$ cat src/rtl/ps2_mouse_packet_event_queue_core_assert.svh
// ----------------------------------------------------------------------------
// PS/2 mouse event queue assertion macros
// Shared concurrent assertion forms, clocked on clk, disabled during rst.
// ----------------------------------------------------------------------------
`ifndef PS2_MOUSE_PACKET_EVENT_QUEUE_CORE_ASSERT_SVH
`define PS2_MOUSE_PACKET_EVENT_QUEUE_CORE_ASSERT_SVH

// same-cycle implication
`define PS2MQ_ASSERT_NOW(lbl, ante, cons) \
  lbl: assert property (@(posedge clk) disable iff (rst) (ante) |-> (cons)) \
    else $error("ps2mq assertion failed");

// next-cycle implication
`define PS2MQ_ASSERT_NEXT(lbl, ante, cons) \
  lbl: assert property (@(posedge clk) disable iff (rst) (ante) |=> (cons)) \
    else $error("ps2mq assertion failed");

`endif

$ cat src/rtl/ps2mq_pkg.sv
// ----------------------------------------------------------------------------
// ps2mq_pkg
// Types and constants for the PS/2 mouse packet event queue.
// ----------------------------------------------------------------------------
package ps2mq_pkg;

  localparam int QUEUE_DEPTH = 16;
  localparam int IDX_W       = $clog2(QUEUE_DEPTH);

  localparam logic KIND_BYTE = 1'b0;
  localparam logic KIND_READ = 1'b1;

  localparam logic [1:0] PHASE_FIRST  = 2'd0;
  localparam logic [1:0] PHASE_SECOND = 2'd1;
  localparam logic [1:0] PHASE_THIRD  = 2'd2;

  typedef logic [IDX_W-1:0] idx_t;

  typedef struct packed {
    logic [2:0]        buttons;
    logic [2:0]        prev_buttons;
    logic signed [8:0] move_y;
    logic signed [8:0] move_x;
  } event_t;

  typedef struct packed {
    logic   push;
    idx_t   wr_idx;
    event_t entry;
    logic   rd_en;
    idx_t   rd_idx;
    logic   read_hit;
    logic   is_read;
  } ctrl_req_t;

  typedef struct packed {
    logic [2:0]        buttons;
    logic [2:0]        prev_buttons;
    logic signed [8:0] move_y;
    logic signed [8:0] move_x;
    logic              event_pushed;
    logic              event_valid;
  } result_t;

  function automatic idx_t next_index(idx_t i);
    if (i == idx_t'(QUEUE_DEPTH - 1)) begin
      return '0;
    end
    return i + idx_t'(1);
  endfunction

endpackage

$ cat src/rtl/ps2mq_ring.sv
// ----------------------------------------------------------------------------
// ps2mq_ring
// Event ring storage: one write port, one registered read port.
// ----------------------------------------------------------------------------
module ps2mq_ring (
  input  logic              clk,
  input  logic              wr_en,
  input  ps2mq_pkg::idx_t   wr_idx,
  input  ps2mq_pkg::event_t wr_data,
  input  logic              rd_en,
  input  ps2mq_pkg::idx_t   rd_idx,
  output ps2mq_pkg::event_t rd_data
);

  ps2mq_pkg::event_t mem [ps2mq_pkg::QUEUE_DEPTH];

  always_ff @(posedge clk) begin
    if (wr_en) begin
      mem[wr_idx] <= wr_data;
    end
  end

  always_ff @(posedge clk) begin
    if (rd_en) begin
      rd_data <= mem[rd_idx];
    end
  end

endmodule

$ cat src/rtl/ps2mq_ctrl.sv
// ----------------------------------------------------------------------------
// ps2mq_ctrl
// Packet framing, motion decode and ring pointer control.
// ----------------------------------------------------------------------------
`include "ps2_mouse_packet_event_queue_core_assert.svh"

module ps2mq_ctrl (
  input  logic                 clk,
  input  logic                 rst,
  input  logic                 accept,
  input  logic                 kind,
  input  logic [7:0]           ctrl_status,
  input  logic [7:0]           data_byte,
  output ps2mq_pkg::ctrl_req_t req
);

  logic [1:0]      packet_phase, packet_phase_next;
  logic [7:0]      first_byte, first_byte_next;
  logic [7:0]      second_byte, second_byte_next;
  logic [2:0]      last_buttons, last_buttons_next;
  ps2mq_pkg::idx_t ring_head, ring_head_next;
  ps2mq_pkg::idx_t ring_tail, ring_tail_next;
  logic            ring_ready, ring_ready_next;

  logic              byte_ok;
  logic signed [8:0] mx, my_raw, my;
  logic [2:0]        btn;
  logic              want_push;
  ps2mq_pkg::idx_t   tail_adv;

  always_comb begin
    byte_ok = ctrl_status[0] && ctrl_status[5];
    btn     = first_byte[2:0];
    mx      = {first_byte[4] && (second_byte != 8'd0), second_byte};
    my_raw  = {first_byte[5] && (data_byte != 8'd0), data_byte};
    if (first_byte[7:6] != 2'b00) begin
      mx     = '0;
      my_raw = '0;
    end
    my        = -my_raw;
    want_push = (mx != 9'sd0) || (my != 9'sd0) || (btn != 3'd0) || (btn != last_buttons);
    tail_adv  = ps2mq_pkg::next_index(ring_tail);
  end

  always_comb begin
    packet_phase_next = packet_phase;
    first_byte_next   = first_byte;
    second_byte_next  = second_byte;
    last_buttons_next = last_buttons;
    ring_head_next    = ring_head;
    ring_tail_next    = ring_tail;
    ring_ready_next   = ring_ready;

    req                    = '0;
    req.rd_en              = accept;
    req.rd_idx             = ring_head;
    req.is_read            = (kind == ps2mq_pkg::KIND_READ);
    req.entry.move_x       = mx;
    req.entry.move_y       = my;
    req.entry.prev_buttons = last_buttons;
    req.entry.buttons      = btn;
    req.wr_idx             = ring_tail;

    if (accept) begin
      if (kind == ps2mq_pkg::KIND_READ) begin
        if (ring_ready) begin
          req.read_hit = 1'b1;
          if (ring_tail != ring_head) begin
            ring_head_next = ps2mq_pkg::next_index(ring_head);
          end else begin
            ring_ready_next = 1'b0;
          end
        end
      end else if (byte_ok) begin
        unique case (packet_phase)
          ps2mq_pkg::PHASE_SECOND: begin
            second_byte_next  = data_byte;
            packet_phase_next = ps2mq_pkg::PHASE_THIRD;
          end
          ps2mq_pkg::PHASE_THIRD: begin
            packet_phase_next = ps2mq_pkg::PHASE_FIRST;
            last_buttons_next = btn;
            if (want_push) begin
              req.push        = 1'b1;
              ring_ready_next = 1'b1;
              if (ring_ready) begin
                req.wr_idx     = tail_adv;
                ring_tail_next = tail_adv;
                if (tail_adv == ring_head) begin
                  ring_head_next = ps2mq_pkg::next_index(ring_head);
                end
              end else begin
                ring_head_next = ring_tail;
              end
            end
          end
          default: begin
            first_byte_next   = data_byte;
            packet_phase_next = data_byte[3] ? ps2mq_pkg::PHASE_SECOND
                                             : ps2mq_pkg::PHASE_FIRST;
          end
        endcase
      end
    end
  end

  always_ff @(posedge clk) begin
    if (rst) begin
      packet_phase <= ps2mq_pkg::PHASE_FIRST;
      first_byte   <= '0;
      second_byte  <= '0;
      last_buttons <= '0;
      ring_head    <= '0;
      ring_tail    <= '0;
      ring_ready   <= 1'b0;
    end else begin
      packet_phase <= packet_phase_next;
      first_byte   <= first_byte_next;
      second_byte  <= second_byte_next;
      last_buttons <= last_buttons_next;
      ring_head    <= ring_head_next;
      ring_tail    <= ring_tail_next;
      ring_ready   <= ring_ready_next;
    end
  end

  `PS2MQ_ASSERT_NOW(a_empty_ptrs, !ring_ready, ring_head == ring_tail)
  `PS2MQ_ASSERT_NEXT(a_push_ready, req.push, ring_ready)
  `PS2MQ_ASSERT_NEXT(a_read_adv, req.read_hit && (ring_head != ring_tail),
    ring_head == ps2mq_pkg::next_index($past(ring_head)) && ring_ready)

endmodule

$ cat src/rtl/ps2mq_skid.sv
// ----------------------------------------------------------------------------
// ps2mq_skid
// Two-entry output skid buffer with a registered ready.
// ----------------------------------------------------------------------------
module ps2mq_skid (
  input  logic               clk,
  input  logic               rst,
  input  logic               in_valid,
  output logic               in_ready,
  input  ps2mq_pkg::result_t in_data,
  output logic               out_valid,
  input  logic               out_ready,
  output ps2mq_pkg::result_t out_data
);

  logic               main_valid;
  ps2mq_pkg::result_t main_data;
  logic               spare_valid;
  ps2mq_pkg::result_t spare_data;
  logic               in_fire;

  assign in_ready  = !spare_valid;
  assign in_fire   = in_valid && in_ready;
  assign out_valid = main_valid;
  assign out_data  = main_data;

  always_ff @(posedge clk) begin
    if (rst) begin
      main_valid  <= 1'b0;
      spare_valid <= 1'b0;
    end else if (!main_valid || out_ready) begin
      if (spare_valid) begin
        main_valid  <= 1'b1;
        spare_valid <= 1'b0;
      end else begin
        main_valid <= in_fire;
      end
    end else if (in_fire) begin
      spare_valid <= 1'b1;
    end
  end

  always_ff @(posedge clk) begin
    if (!main_valid || out_ready) begin
      main_data <= spare_valid ? spare_data : in_data;
    end else if (in_fire) begin
      spare_data <= in_data;
    end
  end

endmodule

$ cat src/rtl/ps2_mouse_packet_event_queue_core.sv
// ----------------------------------------------------------------------------
// ps2_mouse_packet_event_queue_core
// PS/2 mouse three-byte packet decoder feeding a 16-entry overwrite ring.
// ----------------------------------------------------------------------------
// One item per cycle, sustained while the output skid has room; s_tready drops
// when it is full. An accepted item updates framing and ring pointers and issues
// the ring read in its accept cycle; its result is held in the ring read register
// and then passes a two-entry output skid. A read of an empty ring and
// a byte that does not complete a queued packet return an all-zero result.
module ps2_mouse_packet_event_queue_core (
  input  logic        clk,
  input  logic        rst,
  input  logic        s_tvalid,
  output logic        s_tready,
  input  logic [15:0] s_tdata,   // ctrl_status[7:0], data_byte[15:8]
  input  logic        s_tuser,   // kind
  output logic        m_tvalid,
  input  logic        m_tready,
  output logic [31:0] m_tdata    // event_valid[0], event_pushed[1], move_x[10:2],
                                 // move_y[19:11], prev_buttons[22:20],
                                 // buttons[25:23], zero[31:26]
);

  logic                 accept;
  ps2mq_pkg::ctrl_req_t req;
  ps2mq_pkg::event_t    rd_data;

  logic                 s1_valid;
  logic                 s1_is_read;
  logic                 s1_hit;
  ps2mq_pkg::event_t    s1_entry;
  logic                 skid_ready;
  ps2mq_pkg::result_t   s1_result;
  ps2mq_pkg::result_t   out_result;

  assign s_tready = !s1_valid || skid_ready;
  assign accept   = s_tvalid && s_tready;

  ps2mq_ctrl u_ctrl (
    .clk         (clk),
    .rst         (rst),
    .accept      (accept),
    .kind        (s_tuser),
    .ctrl_status (s_tdata[7:0]),
    .data_byte   (s_tdata[15:8]),
    .req         (req)
  );

  ps2mq_ring u_ring (
    .clk     (clk),
    .wr_en   (req.push),
    .wr_idx  (req.wr_idx),
    .wr_data (req.entry),
    .rd_en   (req.rd_en),
    .rd_idx  (req.rd_idx),
    .rd_data (rd_data)
  );

  always_ff @(posedge clk) begin
    if (rst) begin
      s1_valid <= 1'b0;
    end else if (s_tready) begin
      s1_valid <= accept;
    end
  end

  always_ff @(posedge clk) begin
    if (accept) begin
      s1_is_read <= req.is_read;
      s1_hit     <= req.is_read ? req.read_hit : req.push;
      s1_entry   <= req.entry;
    end
  end

  always_comb begin
    s1_result = '0;
    if (s1_hit) begin
      if (s1_is_read) begin
        s1_result.event_valid  = 1'b1;
        s1_result.move_x       = rd_data.move_x;
        s1_result.move_y       = rd_data.move_y;
        s1_result.prev_buttons = rd_data.prev_buttons;
        s1_result.buttons      = rd_data.buttons;
      end else begin
        s1_result.event_pushed = 1'b1;
        s1_result.move_x       = s1_entry.move_x;
        s1_result.move_y       = s1_entry.move_y;
        s1_result.prev_buttons = s1_entry.prev_buttons;
        s1_result.buttons      = s1_entry.buttons;
      end
    end
  end

  ps2mq_skid u_skid (
    .clk       (clk),
    .rst       (rst),
    .in_valid  (s1_valid),
    .in_ready  (skid_ready),
    .in_data   (s1_result),
    .out_valid (m_tvalid),
    .out_ready (m_tready),
    .out_data  (out_result)
  );

  assign m_tdata = {6'd0, out_result};

endmodule
$ cat config.mk
export PLATFORM = sky130hd
export DESIGN_NAME = ps2_mouse_packet_event_queue_core
export DESIGN_NICKNAME = d
export VERILOG_FILES = /design/src/rtl/ps2mq_pkg.sv /design/src/rtl/ps2mq_ring.sv /design/src/rtl/ps2mq_ctrl.sv /design/src/rtl/ps2mq_skid.sv /design/src/rtl/ps2_mouse_packet_event_queue_core.sv
export VERILOG_INCLUDE_DIRS = /design/src /design/src/rtl
export SDC_FILE = /design/constraint.sdc
export NUM_CORES = 1
export LEC_CHECK = 0
export BUFFER_PORTS_ARGS = -buffer_cell sky130_fd_sc_hd__buf_4
export CAP_MARGIN = 40
export CORE_AREA = 10 10 196 198
export CTS_BUF_LIST = sky130_fd_sc_hd__clkbuf_4
export DETAILED_ROUTE_END_ITERATION = 12
export DIE_AREA = 0 0 206 208
export PLACE_DENSITY = 0.77
export RECOVER_POWER = 100
export SYNTH_ARGS = -nofsm -noshare
export SYNTH_HDL_FRONTEND = slang
export SYNTH_SLANG_ARGS = --single-unit
$ cat constraint.sdc
create_clock -name clk -period 6.8 [get_ports clk]
set_clock_uncertainty 0.15 [all_clocks]
set_input_delay 0.34 -clock clk [delete_from_list [all_inputs] [get_ports clk]]
set_output_delay 0.34 -clock clk [all_outputs]
set_load 0.03 [all_outputs]
[Word level (Yosys, flattened, before mapping)]
Memories as Yosys holds them, arrays and structs flattened. A register that Yosys moved wholly into a read port is not among the register bits.
Index checks and enable logic that the tools add are counted.
Storage, ports and cells
  memories: 1
  register bits after elaboration: 111
  output and inout bits: 34
  latch bits: 0
  memory bits (read-only): 0
  input bits: 21
  memory bits (writable): 384
Memories
  u_ring.mem: words 16, width 24, read ports 1, clocked after Yosys merged registers in 1, wr ports 1, line ps2mq_ring.sv:15  | ps2mq_pkg::event_t mem [ps2mq_pkg::QUEUE_DEPTH];
Cells by class
  multiplexer cells: 52
  eq/ne operators: 10
  magnitude comparators: 0
  reductions and logical operators: 32
  add/sub/neg operators: 3
  $mul: 0
  div/mod/pow operators: 0
  bitwise gates (word level): 3
  shift operators: 0
Operators with widths (count)
  4-bit 2-to-1 mux: 14
  26-bit 2-to-1 mux: 2
  1-bit 2-to-1 mux: 27
  5-bit 2-to-1 mux: 5
  24-bit 2-to-1 mux: 1
  9-bit 2-to-1 mux: 2
  9-bit nonzero test: 2
  4-bit AND reduction: 4
  8-bit nonzero test: 2
  9-bit negator: 1
  4-bit by 1-bit adder with 4-bit output (second input constant): 2
  4-bit equality test (second input constant): 2
  2-bit nonzero test: 4
  7-bit AND reduction: 1
  1-bit logical AND: 5
  1-bit logical OR: 5
  5-bit AND reduction: 1
  4-bit equality test: 1
  2-bit by 1-bit != test with 1-bit output (second input constant): 2
  4-bit != test: 1
  2-bit one-hot mux with 2 select lines: 1
  2-bit OR reduction: 2
  1-bit zero test: 3
  3-bit != test: 1
  other kinds (7): 9

[Longest topological paths before layout]
Gate-level depths: netlist (run 1).
  word-level depth: 20
  gate-level depth with buffers: 12

[Hierarchy]
A second synthesis (run 1) with hierarchy kept.
Second synthesis, totals
  cells, all modules: 1078
  area, all modules: 20509.7 µm²
Modules (own cells, without submodules)
  ps2mq_ring: times used 1, cells each 636, area each 15170.8 µm²
  ps2mq_ctrl: times used 1, cells each 259, area each 2015.7 µm²
  ps2mq_skid: times used 1, cells each 89, area each 1979.4 µm²
  ps2_mouse_packet_event_queue_core: times used 1, cells each 94, area each 1343.8 µm²

[Worst setup path after synthesis (run 1)]
No wires, ideal clock.
  kind: input to register
  start: in s_tvalid
  end: mem u_ring.mem[0][0] (netlist bit), enable pin
  stages on the path: 8
  data required time: 6245 ps
  buffers on the path: 2
  setup slack: 1173 ps
  setup time: 405 ps
  data arrival time: 5072 ps
  cells stage by stage: a21boi_1 > and4b_1 > buf_6 > nand2_1 > a41oi_2 > buf_6 > nand2_1 > nor2_1
On the way
  longest elaborated chain between the ends: 4
RTL lines
  start, declared: line ps2_mouse_packet_event_queue_core.sv:13  | input logic s_tvalid,
  1-bit logical AND (*): line ps2_mouse_packet_event_queue_core.sv:37  | assign accept = s_tvalid && s_tready;
  5-bit 2-to-1 mux (*): line ps2mq_ctrl.sv:64  | if (accept) begin
  1-bit 2-to-1 mux: line ps2mq_ring.sv:18  | if (wr_en) begin
  1-bit 2-to-1 mux (not written as such): line ps2mq_ring.sv:19  | mem[wr_idx] <= wr_data;
  end, declared: line ps2mq_ring.sv:15
Every way passes the cells marked *; elsewhere a longest branch is shown, timed or not.

==> metrics.md, run 1 <==
| Metric | Value |
|---|---|
| Outcome | finished with violations |
| Failing checks | capacitance limit, slew limit |
| HPWL after detailed placement | 23.5 mm |
| Grt ovf | 0 |
| Final ANT Viol Nets | 0 |
| Final Hold Fails | 0 |
| Syn Inst Count | ~1000 |
| Final count of pins violating max slew | approximately 230 |
| Most common cell after layout, fill and taps aside | edfxtp_1 |
| PwrDens | roughly 270 nW/um2 |
| Area leader, netlist | edfxtp_1 |
| Routed WL | roughly 38 mm |
| Worst EP arrival | about 5400 ps |
| Final count of negative-setup-slack endpoints | 0 |
| Register area share after synthesis | 0.744 |
| Clock sink count | 518 |
| Vias post-DR | 10400 |
| Non-filler cells, final | around 1700 |
| Ys flop type | edfxtp_1 |
| Synth warn | 0 |
| Post-synth EDFFs | between 400 and 500 |
| Max Cap Viol | 5 |
| First-pass GRT wire length | just under 60 mm |
| Initial antenna violation count | 1 |
| GRT Overall Usage | 0.181 |
| CTS tree | built |
| Family with the most delay on the worst path | buffers and inverters |
| Area added between synthesis and finish | 12.4% |
| Relative slew margins | -1.49 |
| Routed vias/inst | between 5 and 6 |
| Top cells by area, synth | edfxtp_1 71%, mux4_2 13%, dfxtp_1 3.1% |
| Vias in the first global route | roughly 11000 |
| CTS Buf Count | roughly 130 |
| Synth top area share | 0.713 |
| Synthesized flop and latch total | between 500 and 600 |
| RSZ-0062 raised after global routing | no |
| Initial Util | 0.596 |
| Max Fclk | 0.195 GHz |
| Syn Area/Cell | 19.9 um2 |
| Die Ht | 208 um |
| DRT Pass-1 Iters | 5 |
| Crit path time final | around 5000 ps |
| Crit-path max FO | 21 |
| Core box area | between 30000 and 40000 um2 |
| Clk buf depth | 3 |
| Layout cell share with drive strength beyond 1 | 0.315 |
| Critical path type | register to register |
| Post-DR wirelength/cell | roughly 22 um |
| Clock root cell | clkbuf_4 |
| Pin count of the biggest net entering global routing | 60 |
| Tightest Pin Transition | 3740 ps |
| Crit-path max cell delay | about 930 ps |
| Die W | approximately 210 um |
| Cell row count | between 60 and 70 |
| Max rail drop VDD | ~0.00013 V |
| Req. time, crit path | 7100 ps |
| DR DRC count | 0 |
| Critical-path top delay cell | a41oi_1 |
| CP Launch Type | register |
| CP bufs+invs | 3 |
| RePlAce Congestion | between 0.8 and 0.9 |
| Crit. End Element | register |
| Boundary Pins | between 50 and 60 |
| Port bufs | between 40 and 50 |
| Leak | ~8 nW |
| Asr flop ratio synth | 0 |
| Most frequent cells in the layout | 486 x edfxtp_1, 191 x clkbuf_4, 120 x mux4_2 |
| Worst hold path class | input pin to register |
| Post_cts resized | 0 |
| Clk_lat worst skew | just under 800 ps |
| Final #Nets | 1225 |
| Reg clk slew, reported paths | about 60 ps |
| Crit path cell chain | nor2_1, clkbuf_1, nand2_1, ha_1, xnor2_1, clkbuf_1, nor4_1, a41oi_1, nand2_1, nor2_2, buf_4 |
| Initial DRC count | between 900 and 1000 |
| DIE AREA | 42800 um2 |
| CTS H-tree depth | 4 |
| Inst Count DP | 1499 |
| Yosys cell types | 63 |
| Final period utilization | 0.753 |
| Fin Setup TNS | 0 ps |
| Synthesized cell area | ~20000 um2 |
stage by stage:
step	total power, W	utilization	hold WS (ps)	setup WS [ps]	instance area, um2
6_report	0.00624	0.669	247	1680	23000
4_1_cts	0.00632	0.676	12.9	2710	23200
3_3_place_gp	0.00372	0.620	308	2560	21300
2_1_floorplan	0.00368	-	282	1170	20500
5_1_grt	0.00649	0.669	252	1330	23000
3_5_place_dp	0.00373	0.622	313	2730	21400
registers in the layout, summed over array words and instances (netlist names), 2 cells and up:
register and cells:
u_ring.rd_data 24, u_skid.spare_data 26, u_ctrl.second_byte 8, u_ctrl.first_byte 7, u_ctrl.ring_head 4, s1_entry 24, u_ctrl.ring_tail 4, u_ctrl.last_buttons 3
u_ctrl.packet_phase 2, u_skid.out_data 26, u_ring.mem 384
tightest hold or removal path, delay by kind of cell:
kind                   cells  cell delay [ps]
and+or+nand+nor            2              630
buffers and inverters      1              110
AOI/OAI and AO/OA          1               50
what timing repair did:
item | in CTS | in global routing
setup buffers | 0 | 0
hold buffers | 20 | 0
hold endpoints to repair | 58 | 0
cell usage after synthesis, types with 2 or more instances:
cell type	instances
buf_4	13
mux2_2	29
nor3b_1	4
o31ai_1	2
nand4_1	3
mux2i_1	25
o311ai_0	2
nor4_1	5
o21ai_0	5
nand2b_1	4
nor2_1	33
inv_1	9
ha_1	7
nand2_1	42
nor3_1	4
a211oi_1	3
a21oi_1	33
buf_6	4
nor2b_1	28
dfxtp_1	32
mux4_2	120
xnor2_1	6
buf_1	17
o21a_1	4
edfxtp_1	486
o32ai_1	3
xor2_1	6
and2_1	11
nand3_1	23
clkbuf_1	26
a31oi_1	5
o22ai_1	2
buf_2	5
final cells by class:
cell class                 count  area, um2
sequential                   518      15200
fill                        2269      11400
multi-input combinational    442       4880
clock buffer                 191       1430
timing repair buffer          94        624
tap                          455        569
clock inverter                29        218
inverter                      10       37.5
antenna                        1       2.50
power breakdown:
part	internal, W	switching [W]	total [W]
registers	0.00350	0.0000112	0.00351
clock network	0.00143	0.00115	0.00258
logic	0.0000416	0.000106	0.000148
total	0.00497	0.00127	0.00624
cell families after synthesis:
family / after synthesis / synth area share
flip-flops: 518 / 0.744
multiplexers: 174 / 0.160
AND/OR/NAND/NOR: 170 / 0.0436
buffers and inverters: 76 / 0.0183
AO/OA/AOI/OAI: 73 / 0.0241
XOR/XNOR: 12 / 0.00513
adder cells (fa/ha/maj): 7 / 0.00428
other: 1 / 0.000183
path summary, 6_finish.rpt:
path / from / endpoint / slack [ps] / cells after the start
max reg2reg: u_ctrl.first_byte[6] / u_ring.mem[10][7] / 1680 / 11
min reg2reg: u_ctrl.second_byte[5] / u_ctrl.second_byte[5] / 320 / 2
max: u_ctrl.first_byte[6] / u_ring.mem[10][7] / 1680 / 11
min: s_tdata[5] / u_ctrl.last_buttons[0] / 250 / 4
layer usage:
| layer | up-vias | global-route usage | routed length [um] |
|---|---|---|---|
| met2 | 462 | 0.254 | 17600 |
| met4 | 0 | 0.0680 | 639 |
| met1 | 5262 | 0.267 | 16600 |
| met5 | - | 0 | 0 |
| met3 | 60 | 0.0474 | 3500 |
| li1 | 4575 | - | - |
(Power assumes the default switching activity.)
==> inputs of run 2 (changes only) <==
==> constraint.sdc (replaced) <==
create_clock -name clk -period 5.3 [get_ports clk]
set_clock_uncertainty 0.15 [all_clocks]
set_input_delay 0.265 -clock clk [delete_from_list [all_inputs] [get_ports clk]]
set_output_delay 0.265 -clock clk [all_outputs]
set_load 0.03 [all_outputs]
==> run 2 against run 1 <==
  * The flow still finishes with violations (capacitance limit, slew limit)
  * Setup slack got worse by 1100 ps
  * Sequential power is 28% higher
  * Wire length rose by 7.9%
  * Hold slack worse by 27 ps
  * Die area stayed put
  * Final cell count grew 1.0%
  * Critical path depth shrank 1
  * Non-clock buffer count rose by 15
  * Combinational power grew 36%
  * Highest routed layer unchanged
==> metrics.md, run 2 (synthesized netlist as in run 1, its figures left out) <==
| Metric | Value |
|---|---|
| Final #Nets | around 1200 |
| Initial antenna violation count | 1 |
| Tightest Pin Transition | 3220 ps |
| Routed WL | slightly above 40 mm |
| Outcome | finished with violations |
| Clock root cell | clkbuf_4 |
| Core box area | between 30000 and 40000 um2 |
| Post-DR wirelength/cell | roughly 24 um |
| Initial Util | 0.596 |
| Setup Buffers After CTS | 0 |
| Power Total | between 0.007 and 0.008 W |
| Worst EP arrival | between 5000 and 6000 ps |
| Most frequent cells in the layout | 486 x edfxtp_1, 190 x clkbuf_4, 120 x mux4_2 |
| Crit path cell chain | nor2_1, nand2_1, ha_1, o21a_1, a311o_1, o21a_1, a41oi_2, nand2_1, nor2_2, clkbuf_1 |
| Die Ht | 208 um |
| Pin count of the biggest net entering global routing | 53 |
| Grt ovf | 0 |
| Crit-path max FO | 17 |
| Final period utilization | 0.892 |
| Final Hold Fails | 0 |
| Max FFs per register | roughly 380 |
| Clk_lat worst skew | ~800 ps |
| DIE AREA | 42800 um2 |
| Area added between synthesis and finish | 12.8% |
| RSZ-0062 raised after global routing | no |
| Crit-path max cell delay | approximately 700 ps |
| Die W | about 210 um |
| GRT Overall Usage | 0.196 |
| CTS Buf Count | 130 |
| HPWL after detailed placement | about 24 mm |
| Boundary Pins | 55 |
| Critical-path top delay cell | nor2_2 |
| Most common cell after layout, fill and taps aside | edfxtp_1 |
| First-pass GRT wire length | between 60 and 70 mm |
| Post-route worst setup slack | about 570 ps |
| Pre-CTS worst setup slack | roughly 880 ps |
| DRT Pass-1 Iters | 5 |
| Max Cap Viol | 6 |
| CP Launch Type | register |
| Initial DRC count | about 1000 |
| CTS H-tree depth | 4 |
| Post_cts resized | 0 |
| Clock sink count | ~520 |
| Max rail drop VDD | between 0.00015 and 0.0002 V |
| DR DRC count | 0 |
| Worst hold path class | input pin to register |
| Clk buf depth | 3 |
| Relative slew margins | -1.15 |
| CTS tree | built |
| Crit path time final | 4730 ps |
| RePlAce Congestion | around 0.87 |
| Routed vias/inst | roughly 6.0 |
| Fin Setup TNS | 0 ps |
| Leak | slightly below 8 nW |
| Failing checks | capacitance limit, slew limit |
| Port bufs | 42 |
| Max Fclk | between 0.2 and 0.25 GHz |
| Reg clk slew, reported paths | around 70 ps |
| Vias post-DR | between 10000 and 15000 |
| PwrDens | ~340 nW/um2 |
| Critical path type | register to register |
| Final count of negative-setup-slack endpoints | 0 |
| Register name with the most flops | u_ring.mem |
| Cell row count | 68 |
| Final count of pins violating max slew | ~200 |
| Crit. End Element | register |
| CTS Hold Bufs | 26 |
| Vias in the first global route | between 10000 and 15000 |
| Req. time, crit path | 5580 ps |
| Layout cell share with drive strength beyond 1 | 0.309 |
| Final ANT Viol Nets | 0 |
## run 2: cell type report
| class | instances | area (um2) |
|---|---|---|
| Sequential cell | 518 | 15200 |
| Fill cell | 2282 | 11300 |
| Multi-Input combinational cell | 442 | 4870 |
| Clock buffer | 190 | 1430 |
| Timing Repair Buffer | 109 | 763 |
| Tap cell | 455 | 569 |
| Clock inverter | 33 | 184 |
| Inverter | 10 | 37.5 |
| Antenna cell | 1 | 2.50 |
## run 2: layer usage
layer,up-vias,track usage,share of wire
li1,4614,-,-
met1,5385,0.271,0.41
met2,497,0.303,0.49
met3,69,0.0384,0.081
met4,0,0.0773,0.019
met5,-,0,0
## run 2: worst max-delay path: cells and delay by family, from the launching register on
family	cells	cell delay (ps)
buffers and inverters	1	490
AND/OR/NAND/NOR	4	1890
adder cells (fa/ha/maj)	1	410
flip-flops	1	350
AO/OA/AOI/OAI	4	1070
## run 2: worst paths after layout
check	from	endpoint	slack [ps]	cells past startpoint
min	s_tdata[8]	u_ctrl.second_byte[0]	220	4
min reg2reg	u_ctrl.second_byte[0]	u_ctrl.second_byte[0]	320	2
max	u_ctrl.first_byte[6]	u_ring.mem[3][9]	570	10
max reg2reg	u_ctrl.first_byte[6]	u_ring.mem[3][9]	570	10
## run 2: metrics by stage
step / hold WS (ps) / std cells / utilization / instance area, um2
detailed placement: 313 / 1508 / 0.626 / 21500
global placement: 306 / 1502 / 0.623 / 21400
floorplan: 214 / 1036 / - / 20500
finish: 221 / 1758 / 0.672 / 23100
CTS: 64.3 / 1757 / 0.680 / 23400
global route: 189 / 1758 / 0.672 / 23100
## run 2: power breakdown
part | internal [W] | switching [W]
clock | 0.00174 | 0.00150
combinational | 0.0000583 | 0.000143
sequential | 0.00449 | 0.0000132
==> inputs of run 3 (changes only) <==
--- a/config.mk
+++ b/config.mk
@@ -6,6 +6,7 @@
 export SDC_FILE = /design/constraint.sdc
 export NUM_CORES = 1
 export LEC_CHECK = 0
+export ABC_AREA = 1
 export BUFFER_PORTS_ARGS = -buffer_cell sky130_fd_sc_hd__buf_4
 export CAP_MARGIN = 40
 export CORE_AREA = 10 10 196 198
@@ -13,7 +14,7 @@
 export DETAILED_ROUTE_END_ITERATION = 12
 export DIE_AREA = 0 0 206 208
 export PLACE_DENSITY = 0.77
-export RECOVER_POWER = 100
+export RECOVER_POWER = 50
 export SYNTH_ARGS = -nofsm -noshare
 export SYNTH_HDL_FRONTEND = slang
 export SYNTH_SLANG_ARGS = --single-unit
==> run 3 against run 2 <==
  * The run still ends with capacitance limit, slew limit left
  * Area after synthesis barely moved
  * Design area barely moved
  * Register-to-register slack improved by 320 ps
  * Via count rose by 31%
  * Clock power rose by 2%
  * Synthesized cell count rose by 57%
  * Power rose by 3.1%
  * Highest routed layer unchanged
  * Hold slack got worse by 61 ps
  * Clock-buffer cell count fell by 9
  * Sequential cell count did not move
  * Wire length rose by 20%
  * Combinational power rose by 68%
==> metrics.md, run 3 <==
| Metric | Value |
|---|---|
| Outcome | finished with violations |
| Failing checks | capacitance limit, slew limit |
| Reg clk slew, reported paths | about 70 ps |
| Clk_lat worst skew | ~810 ps |
| Post-DR wirelength/cell | between 20 and 25 um |
| Final count of pins violating max slew | 87 |
| CTS Buf Count | between 100 and 150 |
| CTS tree | built |
| Inst Count DP | around 2100 |
| PwrDens | about 350 nW/um2 |
| CP bufs+invs | 1 |
| Top-count cell post-synth | edfxtp_1 |
| Critical-path top delay cell | nor2_2 |
| Die Ht | about 210 um |
| Vias post-DR | around 14000 |
| DR DRC count | 0 |
| Post-synth top cells | 486 x edfxtp_1, 255 x nor2_1, 223 x o21ai_0 |
| GRT Overall Usage | 0.229 |
| Hold wc startpoint | rst |
| Post_cts resized | 0 |
| Register-to-Register Path Depth | 15 |
| Clock root cell | clkbuf_4 |
| Crit path cell chain | nor2_1, nand2_1, ha_1, nand2_1, nor2_1, nand2_1, nand2_1, nor2_1, nand3_2, nand2_4, nand2_1, o21ai_2, nand2_1, nor2_2, buf_12 |
| RSZ-0062 raised after global routing | no |
| Die W | approximately 210 um |
| Port bufs | 42 |
| Initial DRC count | around 1600 |
| Leak | between 8 and 9 nW |
| Syn Inst Count | about 1600 |
| CP most frequent cell | nand2_1 |
| Final #Nets | roughly 1800 |
| Clk buf depth | 3 |
| Pin count of the biggest net entering global routing | around 110 |
| First-pass GRT wire length | 75.4 mm |
| Max rail drop VDD | roughly 0.00017 V |
| Power share of the sequential group | 0.554 |
| Crit-path max cell delay | about 700 ps |
| Cell row count | 68 |
| Core box area | roughly 34000 um2 |
| Synthesized cell area | approximately 20000 um2 |
| HPWL after detailed placement | about 28 mm |
| Psw | 0.00182 W |
| Final period utilization | 0.831 |
| Max Cap Viol | 1 |
| Area added between synthesis and finish | 12.8% |
| Crit path time final | 4410 ps |
| Boundary Pins | 55 |
| Req. time, crit path | around 5600 ps |
| Post-synth EDFFs | 486 |
| Top cells by area, synth | edfxtp_1 71%, o21ai_0 5.5%, nor2_1 4.7% |
| Setup Buffers After CTS | 0 |
| Ys flop type | edfxtp_1 |
| Vias in the first global route | about 14000 |
| Worst hold path class | input pin to register |
| Routed vias/inst | 6.02 |
| DRT Pass-1 Iters | 6 |
| FF-to-FF setup slack | 890 ps |
| Initial antenna violation count | 1 |
| Final count of negative-setup-slack endpoints | 0 |
| Post-route worst setup slack | between 800 and 900 ps |
| Family with the most delay on the worst path | simple AND/OR/NAND/NOR gates |
| Worst Hold End | u_ctrl.ring_tail[2] |
| Max FFs per register | between 300 and 400 |
| Placed Area | around 21000 um2 |
| Grt ovf | 0 |
| Combinational power share | 0.041 |
| Yosys cell types | 35 |
| Most common cell after layout, fill and taps aside | edfxtp_1 |
| CP Launch Type | register |
| Synth warn | 0 |
| P_int | around 0.0064 W |
| Power Total | between 0.008 and 0.009 W |
| Clock Power Share | 0.405 |
| Routed WL | 49.6 mm |
| Max Fclk | between 0.2 and 0.25 GHz |
| Tightest Pin Transition | approximately 2000 ps |
| Final ANT Viol Nets | 0 |
| Asr flop ratio synth | 0 |
| Fin Setup TNS | 0 ps |
| Sw frac | 0.222 |
| Syn Area/Cell | 12.6 um2 |
| Clock sink count | 518 |
| Area leader, netlist | edfxtp_1 |
| Non-filler cells, final | between 2000 and 2500 |
| Synthesized flop and latch total | around 520 |
| Most frequent cells in the layout | 486 x edfxtp_1, 238 x nor2_1, 224 x o21ai_0 |
| Worst hold path depth | 3 |
| Critical path type | register to register |
| R2r endpoint | u_ring.mem[2][22] |
| Register area share after synthesis | 0.744 |
| Initial Util | 0.596 |
| Register name with the most flops | u_ring.mem |
| Crit-path max FO | 18 |
| Layout cell share with drive strength beyond 1 | 0.149 |
| Final Hold Fails | 0 |
| Worst EP arrival | roughly 4700 ps |
| Pre-CTS worst setup slack | about 1200 ps |
| Critical Path Stages | 15 |
| Fill cells | 2435 |
| Layout Cell Area excl Fill | 23100 um2 |
| CTS H-tree depth | 4 |
| DIE AREA | between 40000 and 50000 um2 |
| Relative slew margins | -0.331 |
| Crit. End Element | register |
| Reg2Reg Launch Point | u_ctrl.first_byte[6] |
| RePlAce Congestion | around 0.85 |
| Synth top area share | 0.713 |
[run 3: cells by family after synthesis]
kind of cell             count (synthesis)  synth area share
XOR/XNOR                                 6           0.00257
adder cells (fa/ha/maj)                  7           0.00428
buffers and inverters                  155            0.0304
flip-flops                             518             0.744
AO/OA/AOI/OAI                          395             0.114
AND/OR/NAND/NOR                        537             0.105
other                                    1          0.000183
[run 3: timing repair]
action,in CTS,in global routing
setup endpoints to repair,0,0
hold endpoints to repair,57,0
hold buffers,19,0
[run 3: worst reg2reg max path, stage by stage, from the launching register on]
cell and delay, ps:
dfxtp_1 310, nor2_1 500, nand2_1 220, ha_1 320
nand2_1 130, nor2_1 60, nand2_1 50, nand2_1 370
nor2_1 330, nand3_2 190, nand2_4 160, nand2_1 90
o21ai_2 90, nand2_1 190, nor2_2 700, buf_12 260
[run 3: power groups by stage]
stage / clock network (W) / registers, W / logic, W
2_1_floorplan: 0 / 0.00465 / 0.000183
3_3_place_gp: 0 / 0.00462 / 0.000328
3_5_place_dp: 0 / 0.00462 / 0.000338
4_1_cts: 0.00337 / 0.00454 / 0.000350
5_1_grt: 0.00361 / 0.00454 / 0.000368
6_report: 0.00332 / 0.00454 / 0.000338
[run 3: how the worst max path moves through the flow]
| stage | from | to | slack (ps) |
|---|---|---|---|
| after floorplan | u_skid.spare_valid | u_ring.mem[10][0] | 1290 |
| after global placement | u_ctrl.first_byte[6] | u_ring.mem[2][22] | 1330 |
| after detailed placement | u_ctrl.first_byte[6] | u_ring.mem[2][14] | 1190 |
| after CTS | u_ctrl.first_byte[6] | u_ring.mem[2][19] | 1120 |
| after global routing | u_ctrl.first_byte[6] | u_ring.mem[2][19] | 560 |
| final | u_ctrl.first_byte[6] | u_ring.mem[2][22] | 890 |
[run 3: per-layer routing]
metal  global-route usage  share of wire  up-vias  wire (um)
li1                     -              -     6268          -
met1                0.295           0.38     6654      18700
met2                0.364           0.49      849      24200
met3               0.0545           0.11      110       5400
met4               0.0976          0.027        0       1350
met5                    0              0        -          0
[run 3: per-stage QoR]
step / hold slack (ps) / util
after detailed placement: 307 / 0.624
after global placement: 297 / 0.622
after global routing: 145 / 0.672
after floorplan: 214 / -
final: 160 / 0.672
after CTS: 92.6 / 0.677
[run 3: area by class of cell]
| type | instances | area (um2) | area share |
|---|---|---|---|
| Timing Repair Buffer | 103 | 752 | 0.0326 |
| Antenna cell | 1 | 2.50 | 0.000108 |
| Multi-Input combinational cell | 951 | 4680 | 0.203 |
| Clock buffer | 181 | 1360 | 0.0588 |
| Clock inverter | 39 | 280 | 0.0121 |
| Inverter | 58 | 221 | 0.00959 |
| Tap cell | 455 | 569 | 0.0246 |
| Sequential cell | 518 | 15200 | 0.660 |
